## src/rtl/hof_pkg.sv

```systemverilog
`default_nettype none
// ----------------------------------------------------------------------------
// hof_pkg
// Shared types and constants of the hampel outlier filter: register codes,
// controller states and the command and status groups between the modules.
// ----------------------------------------------------------------------------
package hof_pkg;

    localparam int MIN_FILL       = 3;
    localparam int WINDOW_DEFAULT = 7;
    localparam int CHUNK_W        = 16;
    localparam int PROD_W         = 32;
    localparam int THR_FRAC       = 20;

    localparam logic [15:0] THRESHOLD_RESET = 16'd768;
    localparam logic [15:0] SCALE_RESET     = 16'd6073;

    typedef enum logic [1:0] {
        REG_ENABLE    = 2'd0,
        REG_WINDOW    = 2'd1,
        REG_THRESHOLD = 2'd2,
        REG_SCALE     = 2'd3
    } t_reg_idx;

    typedef enum logic [3:0] {
        S_IDLE,
        S_START,
        S_SEL1,
        S_MED,
        S_LOAD2,
        S_SEL2,
        S_MAD,
        S_MUL,
        S_EMIT
    } t_state;

    typedef struct packed {
        logic accept;
        logic load_vals;
        logic load_devs;
        logic sel_step;
        logic save_med;
        logic save_mad;
        logic mul_step;
        logic emit;
    } t_cmd;

    typedef struct packed {
        logic pass;
        logic last_cand;
        logic last_chunk;
        logic out_free;
    } t_sts;

endpackage
`default_nettype wire

```

## src/rtl/hof_ctrl.sv

```systemverilog
`default_nettype none
// ----------------------------------------------------------------------------
// hof_ctrl
// Filter sequencer: takes a sample, runs the two rank selections and the
// threshold product unless it passes through, then fills the output register.
// ----------------------------------------------------------------------------
module hof_ctrl (
    input  wire logic        i_clk,
    input  wire logic        i_rst_n,
    input  wire logic        i_valid,
    output logic             o_ready,
    input  hof_pkg::t_sts    i_sts,
    output hof_pkg::t_cmd    o_cmd
);

    hof_pkg::t_state r_state;
    hof_pkg::t_state n_state;

    always_ff @(posedge i_clk) begin
        if (!i_rst_n) begin
            r_state <= hof_pkg::S_IDLE;
        end else begin
            r_state <= n_state;
        end
    end

    always_comb begin
        n_state = r_state;
        case (r_state)
            hof_pkg::S_IDLE: begin
                if (i_valid) n_state = hof_pkg::S_START;
            end
            hof_pkg::S_START: begin
                n_state = i_sts.pass ? hof_pkg::S_EMIT : hof_pkg::S_SEL1;
            end
            hof_pkg::S_SEL1: begin
                if (i_sts.last_cand) n_state = hof_pkg::S_MED;
            end
            hof_pkg::S_MED:   n_state = hof_pkg::S_LOAD2;
            hof_pkg::S_LOAD2: n_state = hof_pkg::S_SEL2;
            hof_pkg::S_SEL2: begin
                if (i_sts.last_cand) n_state = hof_pkg::S_MAD;
            end
            hof_pkg::S_MAD: n_state = hof_pkg::S_MUL;
            hof_pkg::S_MUL: begin
                if (i_sts.last_chunk) n_state = hof_pkg::S_EMIT;
            end
            hof_pkg::S_EMIT: begin
                if (i_sts.out_free) n_state = hof_pkg::S_IDLE;
            end
            default: n_state = hof_pkg::S_IDLE;
        endcase
    end

    always_comb begin
        o_cmd   = '0;
        o_ready = 1'b0;
        case (r_state)
            hof_pkg::S_IDLE: begin
                o_ready      = 1'b1;
                o_cmd.accept = i_valid;
            end
            hof_pkg::S_START: o_cmd.load_vals = !i_sts.pass;
            hof_pkg::S_SEL1:  o_cmd.sel_step  = 1'b1;
            hof_pkg::S_MED:   o_cmd.save_med  = 1'b1;
            hof_pkg::S_LOAD2: o_cmd.load_devs = 1'b1;
            hof_pkg::S_SEL2:  o_cmd.sel_step  = 1'b1;
            hof_pkg::S_MAD:   o_cmd.save_mad  = 1'b1;
            hof_pkg::S_MUL:   o_cmd.mul_step  = 1'b1;
            hof_pkg::S_EMIT:  o_cmd.emit      = i_sts.out_free;
            default: o_cmd = '0;
        endcase
    end

endmodule
`default_nettype wire

```

## config.mk

```make
export PLATFORM = sky130hd
export DESIGN_NAME = hof_ctrl
export DESIGN_NICKNAME = d
export VERILOG_FILES = /design/src/rtl/hof_pkg.sv /design/src/rtl/hof_ctrl.sv
export SDC_FILE = /design/constraint.sdc
export NUM_CORES = 1
export LEC_CHECK = 0
export ABC_AREA = 1
export BUFFER_PORTS_ARGS = -buffer_cell sky130_fd_sc_hd__buf_4
export CAP_MARGIN = 40
export CORE_AREA = 3 3 40 42
export CTS_CLUSTER_SIZE = 28
export DETAILED_ROUTE_END_ITERATION = 10
export DIE_AREA = 0 0 43 45
export MAX_ROUTING_LAYER = met4
export PLACE_DENSITY = 0.57
export RECOVER_POWER = 50
export SKIP_LAST_GASP = 1
export SLEW_MARGIN = 25
export SYNTH_ARGS = -nofsm -noshare
export SYNTH_HDL_FRONTEND = slang
export SYNTH_SLANG_ARGS = --single-unit
```

## constraint.sdc

```tcl
create_clock -name i_clk -period 2.93 [get_ports i_clk]
set_input_delay 0.4395 -clock i_clk [delete_from_list [all_inputs] [get_ports i_clk]]
set_output_delay 0.4395 -clock i_clk [all_outputs]
set_load 0.005 [all_outputs]
```

### After elaboration in Yosys (flattened, before gate mapping)

Index checks and enable logic that the tools add are counted.

| word-level totals | value |
|---|---|
| output and inout port bits | 9 |
| input bits | 7 |
| ROM bits | 0 |
| memories | 0 |
| RAM bits | 0 |
| register bits after elaboration | 4 |
| latch bits | 0 |
| logic and storage cells | 34 |

| cells by class | value |
|---|---|
| shift-type cells | 0 |
| reduce and logical (&&, ||, !) cells | 4 |
| magnitude comparators | 0 |
| div/mod/pow operators | 0 |
| multiplexer cells | 16 |
| multiply operators | 0 |
| bitwise logic cells | 0 |
| eq/ne operators | 13 |
| $add $sub $neg | 0 |

Operators by type and width:

| cell | count |
|---|---|
| 4-bit one-hot mux with 9 select lines | 1 |
| 4-bit 2-to-1 mux | 6 |
| 4-bit by 3-bit equality test with 1-bit output, second input constant | 4 |
| 2-bit inequality test, second input constant | 5 |
| 1-bit 2-to-1 mux | 9 |
| 4-bit by 2-bit equality test with 1-bit output, second input constant | 2 |
| 5-bit AND reduction | 1 |
| 4-bit by 1-bit equality test with 1-bit output, second input constant | 1 |
| 4-bit equality test, second input constant | 1 |
| 4-bit zero test | 1 |
| 2-bit OR reduction | 1 |
| 1-bit zero test | 1 |

### Longest topological paths before layout

Gate-level depths: netlist of the first run.

| logic depth | value |
|---|---|
| word-level depth | 3 |
| depth in mapped cells | 9 |
| mapped depth without buffers | 8 |

### Least setup slack after synthesis of the first run

No wires, ideal clock.

| path | value |
|---|---|
| path kind | register -> output |
| from | register r_state[1] |
| to | output port o_cmd[7] (netlist name) |
| path buffers | 1 |
| data required time | 2491 ps |
| arrival time | 780 ps |
| stages on the path, launching flop included | 5 |
| setup slack | 1710 ps |
| cell sequence | dfxtp_1 -> buf_6 -> nor2_1 -> nand2_1 -> nor2_1 |

RTL lines:

| element | line | text |
|---|---|---|
| start, declared | hof_ctrl.sv:16 | `hof_pkg::t_state r_state;` |
| start signal, assigned | hof_ctrl.sv:21 | `r_state <= hof_pkg::S_IDLE;` |
| start signal, assigned | hof_ctrl.sv:23 | `r_state <= n_state;` |
| end, declared | hof_ctrl.sv:13 | `output hof_pkg::t_cmd o_cmd` |

==> results of run 1 <==
layer usage:
| metal | track usage | vias up | share of wire |
|---|---|---|---|
| li1 | - | 241 | - |
| met1 | 0.125 | 182 | 0.46 |
| met2 | 0.156 | 8 | 0.48 |
| met3 | 0.0279 | 0 | 0.053 |
| met4 | 0.0723 | 0 | 0 |
| met5 | - | - | 0 |
worst max-delay path: stages (launching register included):
cell and delay [ns]:
dfxtp_1 0.35, inv_1 0.05, nor2_1 0.26, inv_1 0.10
nor3_1 0.15, buf_4 0.14
cell usage in the layout, fill, tap and decap left out, drive strengths merged, types with 2 or more instances in the layout:
master and n:
inv 18, nor3 2, clkbuf 4, nand3 10, dfxtp 4, nor2 16, nand2 16, buf 14
cell families after synthesis:
kind of cell	synth area share
flops	0.212
simple gates	0.546
buf+inv	0.209
compound gates	0.0331
layout make-up:
cell class              count  area, µm²  area share
clock buffers               3       22.5      0.0441
inverters                  18       67.6       0.132
multi-input cells          47        209       0.409
flip-flops and latches      4       80.1       0.157
well taps                  15       18.8      0.0368
repair buffers             15        113       0.221
per-stage QoR:
stage / std cells / cell area [µm²] / setup WS (ns) / total power [mW] / hold slack, ns
floorplan: 70 / 378 / 1.71 / 0.313 / 0.522
global placement: 99 / 498 / 1.50 / 0.404 / 0.559
detailed placement: 99 / 498 / 1.53 / 0.404 / 0.557
CTS: 102 / 520 / 1.29 / 0.473 / 0.454
global route: 102 / 510 / 1.06 / 0.515 / 0.472
finish: 102 / 510 / 1.21 / 0.456 / 0.460
how the worst max path moves through the flow:
stage,startpoint,endpoint
3_3_place_gp,r_state[2]$_SDFFE_PN0P_,o_cmd[5]
5_1_grt,r_state[2]$_SDFFE_PN0P_,o_cmd[5]
3_5_place_dp,r_state[2]$_SDFFE_PN0P_,o_cmd[5]
6_report,r_state[2]$_SDFFE_PN0P_,o_cmd[5]
4_1_cts,r_state[2]$_SDFFE_PN0P_,o_cmd[5]
2_1_floorplan,r_state[1]$_SDFFE_PN0P_,o_cmd[7]
power groups by stage:
stage,clock [mW],sequential (mW),combinational (mW)
CTS,0.0695,0.112,0.292
global placement,0,0.113,0.291
global route,0.0758,0.114,0.325
detailed placement,0,0.112,0.292
floorplan,0,0.0982,0.215
finish,0.0669,0.111,0.278
cells in the mapped netlist:
| master | count | share of area |
|---|---|---|
| o21ai_0 | 1 | 0.013 |
| nand3_1 | 9 | 0.12 |
| dfxtp_1 | 4 | 0.21 |
| inv_2 | 1 | 0.0099 |
| buf_6 | 1 | 0.030 |
| nand4_1 | 1 | 0.017 |
| nand2_1 | 16 | 0.16 |
| nor3_1 | 2 | 0.026 |
| nor2_1 | 12 | 0.12 |
| o21bai_1 | 1 | 0.020 |
| nand3_2 | 1 | 0.026 |
| nor2_2 | 3 | 0.050 |
| inv_1 | 17 | 0.17 |
| nor2_4 | 1 | 0.030 |
==> key figures, run 1 <==
GRT
  • Vias in the first global route: 391
  • Largest net degree at the start of global routing: 9
  • Global route overflow: 0
  • First-pass GRT wire length: 1490 µm
  • Total GRT Usage: 0.105
  • Initial antenna violation count: 0

Critical path
  • R2R Path End: r_state[2]$_SDFFE_PN0P_
  • Worst-path maximum fanout: 6
  • Crit end category: output pin
  • Cells on worst reg2reg path: 7
  • Setup Crit Path Kind: flip-flop to output pin
  • R2R Setup Slk: 1.51 ns
  • Critical Path Start Type: flip-flop
  • R2R Path Start: r_state[1]$_SDFFE_PN0P_
  • WP data arrival: 1.28 ns
  • Critical Path RT: 2.49 ns

Min path
  • Hold path start: i_rst_n
  • WHS Endpoint: r_state[2]$_SDFFE_PN0P_
  • Hold Path Depth: 3
  • Tightest Hold Check Type: primary input to flip-flop

Pwr
  • Internal: 241 µW
  • Clk network pwr share: 0.147
  • Sequential power share: 0.244
  • Net switching fraction of the power: 0.472
  • Static Leak: 0.339 nW
  • Combinational share of power: 0.609
  • Peak supply drop: 301 µV
  • Power Dens Cells: 893 nW/µm²
  • Sw Pwr: 215 µW

Logic synthesis
  • Share of the yosys chip area belonging to registers: 0.212
  • Synth unique cells: 14
  • Synthesized area: 378 µm²
  • Synth Area per Inst: 5.40 µm²
  • Synth Register Bits: 4
  • YS warnings: 0
  • Syn Nets: 77
  • Synth Instances: 70

STA
  • Period utilization: 0.587
  • Worst Max-Slew Pin Slew: 0.322 ns
  • Final Skew: 0.00101 ns
  • Max transition margin: 0.785
  • Fmax: 582 MHz
  • RSZ-0062 raised after global routing: false
  • Max Slew Vio Count: 0
  • Setup TNS: 0 ns
  • Final setup fails: 0
  • Final min period: 1.72 ns
  • Final Hold Vio Count: 0

Clocking
  • Worst-Skew Late Latency: 0.23 ns
  • Clock tree buffer depth: 2
  • # resized after CTS: 0
  • Clk pin slew, worst setup/hold paths: 0.04 ns
  • Cts hold-fix bufs: 0
  • Root buffer cell: clkbuf_4
  • CTS H-tree depth: 1
  • CTS tree: built
  • Cts bufs inserted: 3
  • Post-CTS Repair Setup Buffers: 0
  • CTS sink cnt: 4

Cells and area
  • Share of cells above drive strength 1: 0.241
  • Synthesis-to-finish area growth: 35.1%
  • Fill count: 152
  • Final nets: 96
  • Util after Layout: 0.397
  • Antenna Cells: 0
  • Largest Register: r_state
  • Biggest regs: r_state x4
  • Max reg flops: 4

Floorplan
  • Die width: 43 µm
  • Die Y: 45 µm
  • I/O Pins: 16
  • Die Area: 1940 µm²
  • Initial core utilization: 0.294
  • Total core area: 1280 µm²
  • Row cnt: 13

Place
  • RD Place Congestion: 0.789
  • Dpl hpwl: 706 µm
  • PortBufs: 15

Route
  • Via count: 431
  • Drc violations: 0
  • Final wirelength: 865 µm
  • Via density: 4.23
  • Drt wl/cell: 8.48 µm
  • Number of detailed-route iterations in the first pass: 4
  • Final ANT Viol Nets: 0
  • DR iter-0 viols: 5

Job
  • Max-cap violations: 0

Outcome
  • Outcome: completed
Note: power is estimated with default switching activity, not from simulation.
==> inputs of run 2 (changes only) <==
--- a/config.mk
+++ b/config.mk
@@ -5,7 +5,7 @@
 export SDC_FILE = /design/constraint.sdc
 export NUM_CORES = 1
 export LEC_CHECK = 0
-export ABC_AREA = 1
+export ABC_AREA = 0
 export BUFFER_PORTS_ARGS = -buffer_cell sky130_fd_sc_hd__buf_4
 export CAP_MARGIN = 40
 export CORE_AREA = 3 3 40 42
@@ -13,7 +13,7 @@
 export DETAILED_ROUTE_END_ITERATION = 10
 export DIE_AREA = 0 0 43 45
 export MAX_ROUTING_LAYER = met4
-export PLACE_DENSITY = 0.57
+export PLACE_DENSITY = 0.6
 export RECOVER_POWER = 50
 export SKIP_LAST_GASP = 1
 export SLEW_MARGIN = 25
==> constraint.sdc (replaced) <==
create_clock -name i_clk -period 1.55 [get_ports i_clk]
set_input_delay 0.2325 -clock i_clk [delete_from_list [all_inputs] [get_ports i_clk]]
set_output_delay 0.2325 -clock i_clk [all_outputs]
set_load 0.005 [all_outputs]
==> run 2 against run 1 <==
- non-clock buffer count up 5
- combinational power down 48%
- die area unchanged
- synthesized area up 2.6%
- sequential power up 22%
- critical path depth down 2
- largest cell class unchanged
- clock power up 82%
- first-iteration DRC count down 60%
- worst hold slack worse by 0.16 ns
- register-to-register slack worse by 1.4 ns
- cell count down 23%
- worst setup slack worse by 1.1 ns
==> key figures, run 2 <==
Job
  • Max-cap violations: 0 (unchanged)

STA
  • Period utilization: 0.958
  • Setup TNS: 0 ns (unchanged)
  • Final setup fails: 0 (unchanged)
  • RSZ-0062 raised after global routing: true
  • Worst Max-Slew Pin Slew: 0.329 ns (+0.00776 ns)
  • Final Hold Vio Count: 0 (unchanged)
  • Fmax: 673 MHz
  • Final min period: 1.49 ns
  • Hold slack: 0.300 ns (-0.160 ns)
  • Max transition margin: 0.780 (-0.00438)
  • Max Slew Vio Count: 0 (unchanged)
  • Final Skew: 0.00385 ns (+0.00284 ns)

Cells and area
  • Commonest non-fill, non-tap cells in the layout: buf_4 (19), nand2b_1 (5), clkbuf_4 (4)
  • Synthesis-to-finish area growth: 47.1%
  • Util after Layout: 0.444 (+0.0467)
  • Biggest regs: r_state x4
  • Largest Register: r_state
  • Final Non-Filler Cells: 79 (-23%)
  • Share of cells above drive strength 1: 0.484 (+0.243)
  • Final nets: 73 (-24%)
  • Max reg flops: 4 (unchanged)
  • Most common cell after layout, fill and taps aside: buf_4
  • Antenna Cells: 0 (unchanged)

Logic synthesis
  • Synthesized area: 388 µm² (+2.6%)
  • Largest family of logic cells by synthesized area: simple AND/OR/NAND/NOR gates
  • Synth Area in Compound Gates: 0.168 (+0.135)
  • Synth Instances: 45 (-36%)
  • Most used DFF post-synth: dfxtp_1
  • Syn Nets: 52 (-32%)
  • Synth Area per Inst: 8.62 µm² (+60%)
  • Share of the yosys chip area belonging to registers: 0.206 (-0.00547)
  • Simple-Gate Fraction of Synth Area: 0.423 (-0.124)
  • Xor/xnor cell area share of the yosys netlist: 0.0226 (+0.0226)
  • Mux share of post-synthesis cell area: 0.0774 (+0.0774)
  • Post-synth EDFFs: 0 (unchanged)
  • Synth unique cells: 26 (+12)
  • Synth area leaders: dfxtp_1 (21%), nand2b_1 (8.1%), mux2i_1 (7.7%)
  • Post-Synth Adder-Cell Area: 0 (unchanged)
  • Yosys top cell by area: dfxtp_1
  • Commonest cells post-synth: nand2b_1 (5), dfxtp_1 (4), inv_1 (3), mux2i_1 (3), nand2_1 (3)
  • YS warnings: 0 (unchanged)
  • Synth Register Bits: 4 (unchanged)
  • Top cell type's share of synthesized area: 0.206 (-0.00547)
  • Most common cell in the netlist: nand2b_1
  • Post-synthesis async set-or-reset flop share: 0 (unchanged)

GRT
  • Largest net degree at the start of global routing: 13 (+4)
  • Initial antenna violation count: 0 (unchanged)
  • First-pass GRT wire length: 1420 µm (-4.6%)
  • Global route overflow: 0 (unchanged)
  • Total GRT Usage: 0.100 (-0.00523)
  • Vias in the first global route: 350 (-10%)

Floorplan
  • Die Y: 45 µm (unchanged)
  • Die width: 43 µm (unchanged)
  • Die Area: 1940 µm² (unchanged)
  • Total core area: 1280 µm² (unchanged)
  • Row cnt: 13 (unchanged)
  • Initial core utilization: 0.302 (+0.00779)
  • I/O Pins: 16 (unchanged)

Critical path
  • Critical Path Start Type: flip-flop
  • Cells on worst reg2reg path: 4 (-3)
  • Crit-path max cell delay: 0.47 ns (+0.12 ns)
  • WP data arrival: 1.25 ns (-0.03 ns)
  • CP top delay family: flip-flops
  • R2R Path Start: r_state[0]$_SDFFE_PN0P_
  • Crit end category: output pin
  • Setup Crit Path Kind: flip-flop to output pin
  • Critical path, cell by cell: or2b_1, nor3_1, buf_4
  • Worst-path maximum fanout: 12 (+6)
  • Critical path depth: 3 (-2)
  • Slowest cell on the critical path: dfxtp_2
  • Critical Path RT: 1.32 ns (-1.17 ns)
  • Buf+Inv Stages, Crit Path: 1 (-2)
  • R2R Path End: r_state[1]$_SDFFE_PN0P_
  • R2R Setup Slk: 0.15 ns (-1.36 ns)

Clocking
  • Clk pin slew, worst setup/hold paths: 0.04 ns (about the same)
  • CTS sink cnt: 4 (unchanged)
  • Root buffer cell: clkbuf_4
  • CTS H-tree depth: 1 (unchanged)
  • Worst-Skew Late Latency: 0.23 ns (about the same)
  • CTS tree: built
  • Cts bufs inserted: 3 (unchanged)
  • Clock tree buffer depth: 2 (unchanged)

Min path
  • WHS Endpoint: r_state[1]$_SDFFE_PN0P_
  • Hold path start: i_rst_n
  • Hold Path Depth: 3 (unchanged)
  • Tightest Hold Check Type: primary input to flip-flop

Pwr
  • Static Leak: 0.244 nW (-28%)
  • Power Dens Cells: 703 nW/µm² (-21%)
  • Peak supply drop: 473 µV (+57%)

Route
  • Final wirelength: 834 µm (-3.6%)
  • Number of detailed-route iterations in the first pass: 2 (-2)
  • DR iter-0 viols: 2 (-3)
  • Via count: 380 (-12%)
  • Via density: 4.81 (+14%)
  • Drc violations: 0 (unchanged)
  • Drt wl/cell: 10.6 µm (+24%)
  • Final ANT Viol Nets: 0 (unchanged)

Place
  • Cells after DPL: 75 (-24%)
  • RD Place Congestion: 0.737 (-6.5%)
  • Dpl hpwl: 669 µm (-5.3%)
  • PortBufs: 15 (unchanged)

Outcome
  • Outcome: completed
run 2: cell type report:
cell class	count	area (µm²)
Tap cell	15	18.8
Timing Repair Buffer	20	150
Multi-Input combinational cell	34	280
Inverter	3	11.3
Fill cell	128	714
Sequential cell	4	87.6
Clock buffer	3	22.5
run 2: power breakdown:
| part | total [mW] | switching, mW | internal, mW |
|---|---|---|---|
| logic | 0.144 | 0.0557 | 0.0884 |
| registers | 0.135 | 0.0206 | 0.115 |
| clock network | 0.122 | 0.0358 | 0.0861 |
| total | 0.401 | 0.112 | 0.289 |
run 2: worst max path at each step:
stage	from	endpoint
3_3_place_gp	r_state[1]$_SDFFE_PN0P_	r_state[1]$_SDFFE_PN0P_
4_1_cts	r_state[1]$_SDFFE_PN0P_	o_cmd[0]
3_5_place_dp	r_state[0]$_SDFFE_PN0P_	r_state[1]$_SDFFE_PN0P_
6_report	r_state[2]$_SDFFE_PN0P_	o_cmd[5]
5_1_grt	r_state[2]$_SDFFE_PN0P_	o_cmd[5]
2_1_floorplan	r_state[2]$_SDFFE_PN0P_	r_state[0]$_SDFFE_PN0P_
run 2: per-layer routing:
| layer | track usage | vias to the layer above | share of wire |
|---|---|---|---|
| li1 | - | 201 | - |
| met1 | 0.123 | 166 | 0.45 |
| met2 | 0.147 | 13 | 0.46 |
| met3 | 0.0438 | 0 | 0.089 |
| met4 | 0.0361 | 0 | 0 |
| met5 | - | - | 0 |
run 2: kinds of logic (layout without fill, tap and decap cells):
group           count (synthesis)  after routing
compound gates                  5              5
xor+xnor                        1              1
buf+inv                         7             26
flops                           4              4
mux                             3              3
simple gates                   25             25
run 2: tightest hold or removal path: cells and delay by family:
family / cells / cell delay (ns)
and+or+nand+nor: 1 / 0.06
muxes: 1 / 0.06
buffers and inverters: 1 / 0.12
run 2: repair_timing:
item / 4_1_cts / 5_1_grt
setup buffers: 0 / 1
pin swaps: 0 / 1
gates resized for setup: 3 / 5
endpoints found under the setup margin: 3 / 4
hold buffers: 0 / 0
run 2: stage by stage:
step	setup WS, ns	power (mW)	area, µm²
final	0.0649	0.401	571
after global placement	0.139	0.263	520
after detailed placement	0.120	0.263	520
after CTS	-0.0257	0.398	552
after floorplan	0.277	0.205	388
after global routing	-0.00791	0.439	571
